===== config.mk =====
export PLATFORM = sky130hd
export DESIGN_NAME = gbts_shift_unit
export DESIGN_NICKNAME = d
export VERILOG_FILES = /design/src/hw/rtl/assert_macros.svh /design/src/hw/rtl/gbts_pkg.sv /design/src/hw/rtl/gbts_shift_unit.sv
export SDC_FILE = /design/constraint.sdc
export NUM_CORES = 1
export LEC_CHECK = 0
export ABC_CLOCK_PERIOD_IN_PS = 1830
export BUFFER_PORTS_ARGS = -buffer_cell sky130_fd_sc_hd__buf_2
export CORE_MARGIN = 4
export CORE_UTILIZATION = 43
export DETAILED_ROUTE_END_ITERATION = 8
export GPL_TIMING_DRIVEN = 1
export PLACE_DENSITY = 0.79
export SLEW_MARGIN = 20
export SYNTH_ARGS = -nofsm -noshare
export SYNTH_HDL_FRONTEND = slang
export SYNTH_SLANG_ARGS = --single-unit

===== constraint.sdc =====
create_clock -name vclk -period 1.83
set_input_delay 0.0915 -clock vclk [all_inputs]
set_output_delay 0.0915 -clock vclk [all_outputs]
set_load 0.005 [all_outputs]

===== src/hw/rtl/assert_macros.svh =====
// ----------------------------------------------------------------------------
// Assertion macros
// Shared concurrent assertion wrappers, clocked on clk and quiet during rst.
// ----------------------------------------------------------------------------
`ifndef ASSERT_MACROS_SVH
`define ASSERT_MACROS_SVH

// Property must hold at every clock edge outside reset.
`define GBTS_ASSERT(label, prop, msg) \
  label: assert property (@(posedge clk) disable iff (rst) prop) else $error(msg);

// Condition must never be seen outside reset.
`define GBTS_ASSERT_NEVER(label, cond, msg) \
  `GBTS_ASSERT(label, !(cond), msg)

`endif


===== src/hw/rtl/gbts_pkg.sv =====
// ----------------------------------------------------------------------------
// gbts_pkg
// Sizes, request and status codes, and the shift step record of the gap
// buffer text store.
// ----------------------------------------------------------------------------
`timescale 1ns / 1ps

package gbts_pkg;

  localparam int DEPTH    = 1024;
  localparam int ADDR_W   = $clog2(DEPTH);
  localparam int POS_W    = 10;
  localparam int CH_W     = 8;
  localparam int MODE_W   = 2;
  localparam int STATUS_W = 2;
  // common width for comparing a position against a length
  localparam int CNT_W    = (ADDR_W > POS_W) ? ADDR_W : POS_W;

  typedef logic [ADDR_W-1:0] addr_t;

  localparam addr_t LAST_CELL = addr_t'(DEPTH - 1);

  localparam logic [MODE_W-1:0] MODE_INSERT = 2'd0;
  localparam logic [MODE_W-1:0] MODE_DELETE = 2'd1;
  localparam logic [MODE_W-1:0] MODE_MOVE   = 2'd2;
  localparam logic [MODE_W-1:0] MODE_READ   = 2'd3;

  localparam logic [STATUS_W-1:0] ST_OK    = 2'd0;
  localparam logic [STATUS_W-1:0] ST_RANGE = 2'd1;
  localparam logic [STATUS_W-1:0] ST_FULL  = 2'd2;

  // one character move across the gap
  typedef struct packed {
    logic  at_target;   // cursor already at target, nothing to move
    logic  left;        // gap moves toward cell zero
    addr_t src;         // cell read
    addr_t dst;         // cell written
    addr_t first_next;  // gap start after the move
    addr_t last_next;   // gap end after the move
  } step_t;

endpackage


===== src/hw/rtl/gbts_shift_unit.sv =====
// ----------------------------------------------------------------------------
// gbts_shift_unit
// Step unit: picks the direction of the next character move and
// the cells and gap bounds that move involves.
// ----------------------------------------------------------------------------
`timescale 1ns / 1ps

module gbts_shift_unit (
  input  gbts_pkg::addr_t gap_first,
  input  gbts_pkg::addr_t gap_last,
  input  gbts_pkg::addr_t target,
  output gbts_pkg::step_t step
);

  logic left;
  logic right_blocked;

  assign left          = target < gap_first;
  assign right_blocked = gap_last == gbts_pkg::LAST_CELL;

  always_comb begin
    step.left      = left;
    step.at_target = (target == gap_first) || (!left && right_blocked);
    if (left) begin
      // last char of the first run goes to the top of the gap
      step.src        = gap_first - 1'b1;
      step.dst        = gap_last;
      step.first_next = gap_first - 1'b1;
      step.last_next  = gap_last - 1'b1;
    end else begin
      // first char of the second run goes to the bottom of the gap
      step.src        = gap_last + 1'b1;
      step.dst        = gap_first;
      step.first_next = gap_first + 1'b1;
      step.last_next  = gap_last + 1'b1;
    end
  end

endmodule


==> flow_metrics.tcl <==
set metrics [dict create \
    syn_nets 238 \
    p_clk_frac 0 \
    regArea_um2 0 \
    hold_path_depth 3 \
    peakVddDrop_mv 0.1996 \
    p_seq_frac 0 \
    dp_hpwl_mm 3.350 \
    pwr-share-comb 1.000 \
    synth_top_cell_by_area "xnor2_1" \
    p_sw_mw 0.4334 \
    wl_per_cell_um 18.30 \
    ctsHoldBuffers 0 \
    relSlewSlack 0.6975 \
    grtUsageMet2 0.4107 \
    power.density_mw_per_mm2 364.4 \
    row_count 19 \
    post-synth-top-count-cell "nand2_1" \
    ys_top_cells_by_count "nand2_1 (23), xnor2_1 (22), inv_1 (16)" \
    grtUsageMet1 0.2884 \
    core_mm2 0.002853 \
    drive_above_1_share 0.6400 \
    pin_count 72 \
    outcome "finished with violations" \
    sw_frac_of_total 0.4840 \
    min_period_ns 2.114 \
    clock_buffers 0 \
    io_buffers 72 \
    nFillCells 156 \
    yosysUniqueCellTypes 35 \
    setup_viol 39 \
    final_cell_area_mm2 0.002457 \
    die_area_mm2 0.004030 \
    worstHoldEndpoint "step[10]" \
    die_w_um 63.49 \
    tightest_slew_ns 0.4502 \
    grt_first_pass_wirelength_mm 7.500 \
    top_usage_layer "met2" \
    slew_viol_final 0 \
    worst_ep_arrival_time_ns 2.02 \
    end_kind "output port" \
    min_path_type "in2out" \
    drt_wl_total_mm 6.056 \
    grt_pass1_vias 1624 \
    antenna_cells 0 \
    tns_ns -5.728 \
    grt_overflow 0 \
    ys_top_cells_by_area "xnor2_1 (15%), ha_1 (13%), mux2i_1 (6.8%)" \
    rsz0062_at_grt "yes" \
    yosysWarnings 0 \
    syn_area_mm2 0.001324 \
    viasPerCell 5.819 \
    fmax_mhz 472.9 \
    yosysTopAreaCellShare 0.1456 \
    grt_max_degree 11 \
    syn_to_final_growth_pct 85.63 \
    die_h_um 63.49 \
    intPower_mw 0.4621 \
    worstPathMaxFanout 6 \
    cp-start-kind "input port" \
    post_dp_cell_area_mm2 0.001903 \
    nFlopsAndLatches 0 \
    initial_core_util 0.4640 \
    critPathKind "in2out" \
    maxCapViolations 0 \
    ant_nets 0 \
    drtIter0Drc 137 \
    gr-usage-met3 0.007105 \
    antenna_found_initial 0 \
    leakage_nw 1.136 \
    grt_use_total 0.2189 \
    finalCritPeriodShare 1.155 \
    timing.hold.ws_ns 0.4593 \
    postSynthAreaPerCell_um2 6.824 \
    fin_nets 346 \
    hold_viol_final 0 \
    drt_pass1_iterations 4 \
    final_core_util 0.8614 \
    drc_errors 0 \
    setup_ws_ns -0.2845 \
    hp-start "gap_first[0]" \
    vias 1926 \
    multi_input_area_mm2 0.001496 \
    violations "negative setup slack" \
    synth_cells 194 \
    ys_seq_area_frac 0 \
    globalplace.congestion 0.8528 \
    required_ns 1.74 \
]
[critical path: stages]
cell and delay (ns):
buf_8 0.08, clkinvlp_4 0.09, ha_4 0.22, buf_4 0.13, a21oi_2 0.12, o21ai_2 0.08
a2111oi_4 0.30, buf_4 0.20, buf_12 0.15, mux2i_4 0.27, xnor2_2 0.14, buf_2 0.14
[routing by layer]
layer | routed length (µm) | vias up
met2 | 3143 | 108
met5 | 0 | -
met4 | 195 | 0
met1 | 2339 | 899
met3 | 377 | 24
li1 | - | 895
[through the flow]
stage	cells	power (mW)	worst slack [ns]
floorplan	194	0.3243	0.0005137
global placement	316	0.5714	-0.2191
detailed placement	316	0.5782	-0.2794
CTS	326	0.7033	-0.1616
global route	331	0.9509	-0.3641
finish	331	0.8955	-0.2845
[cell type report]
class	count	share of cell area
inverter	16	0.02597
multi-input combinational	164	0.6090
tap	31	0.01578
timing repair buffer	120	0.3493
[cells by family (layout without fill, tap and decap cells)]
family | count (synthesis) | count (layout) | synth area share
AOI/OAI and AO/OA | 36 | 36 | 0.1664
and+or+nand+nor | 75 | 75 | 0.3166
xor gates and xnor gates | 30 | 30 | 0.1985
buffers and inverters | 30 | 136 | 0.1181
muxes | 9 | 9 | 0.06806
adders and majority gates | 14 | 14 | 0.1323
[worst max path at each step]
stage	startpoint	end	slack [ns]	depth (start not counted)
after global placement	gap_first[5]	step[3]	-0.22	10
after CTS	gap_first[3]	step[16]	-0.16	11
after floorplan	gap_first[4]	step[19]	0.0005	10
after global routing	gap_first[8]	step[19]	-0.36	11
final	gap_first[3]	step[17]	-0.28	12
after detailed placement	gap_first[3]	step[16]	-0.28	10
[placed cells by master (no fill, tap or decap), types with 3 or more instances in the layout]
| cell type | count |
|---|---|
| buf_2 | 69 |
| buf_4 | 34 |
| xnor2_1 | 21 |
| nand2_1 | 11 |
| o21ai_2 | 11 |
| inv_1 | 9 |
| a21oi_2 | 9 |
| nand3_1 | 8 |
| nand2_2 | 8 |
| ha_1 | 8 |
| buf_6 | 8 |
| nor2_1 | 7 |
| xor2_1 | 7 |
| inv_2 | 6 |
| and3_1 | 6 |
| nor3_1 | 6 |
| o21ai_1 | 6 |
| ha_4 | 6 |
| nand4_1 | 5 |
| mux2i_2 | 5 |
| buf_8 | 5 |
| nor2_4 | 4 |
| nand2_4 | 4 |
| or3_1 | 4 |
| o211ai_1 | 3 |
[timing repair]
item | in CTS | in global routing
cloned | 5 | 1
resized for setup | 39 | 69
setup buffers | 6 | 6
endpoints found under the setup margin | 38 | 39
pin swaps | 17 | 15
[power by group through the flow]
stage                     clock (mW)  combinational [mW]  sequential [mW]
final                              0               0.895                0
after global routing               0               0.951                0
after CTS                          0               0.703                0
after detailed placement           0               0.578                0
after global placement             0               0.571                0
after floorplan                    0               0.324                0
No activity file was read; power rests on OpenSTA's default activity.
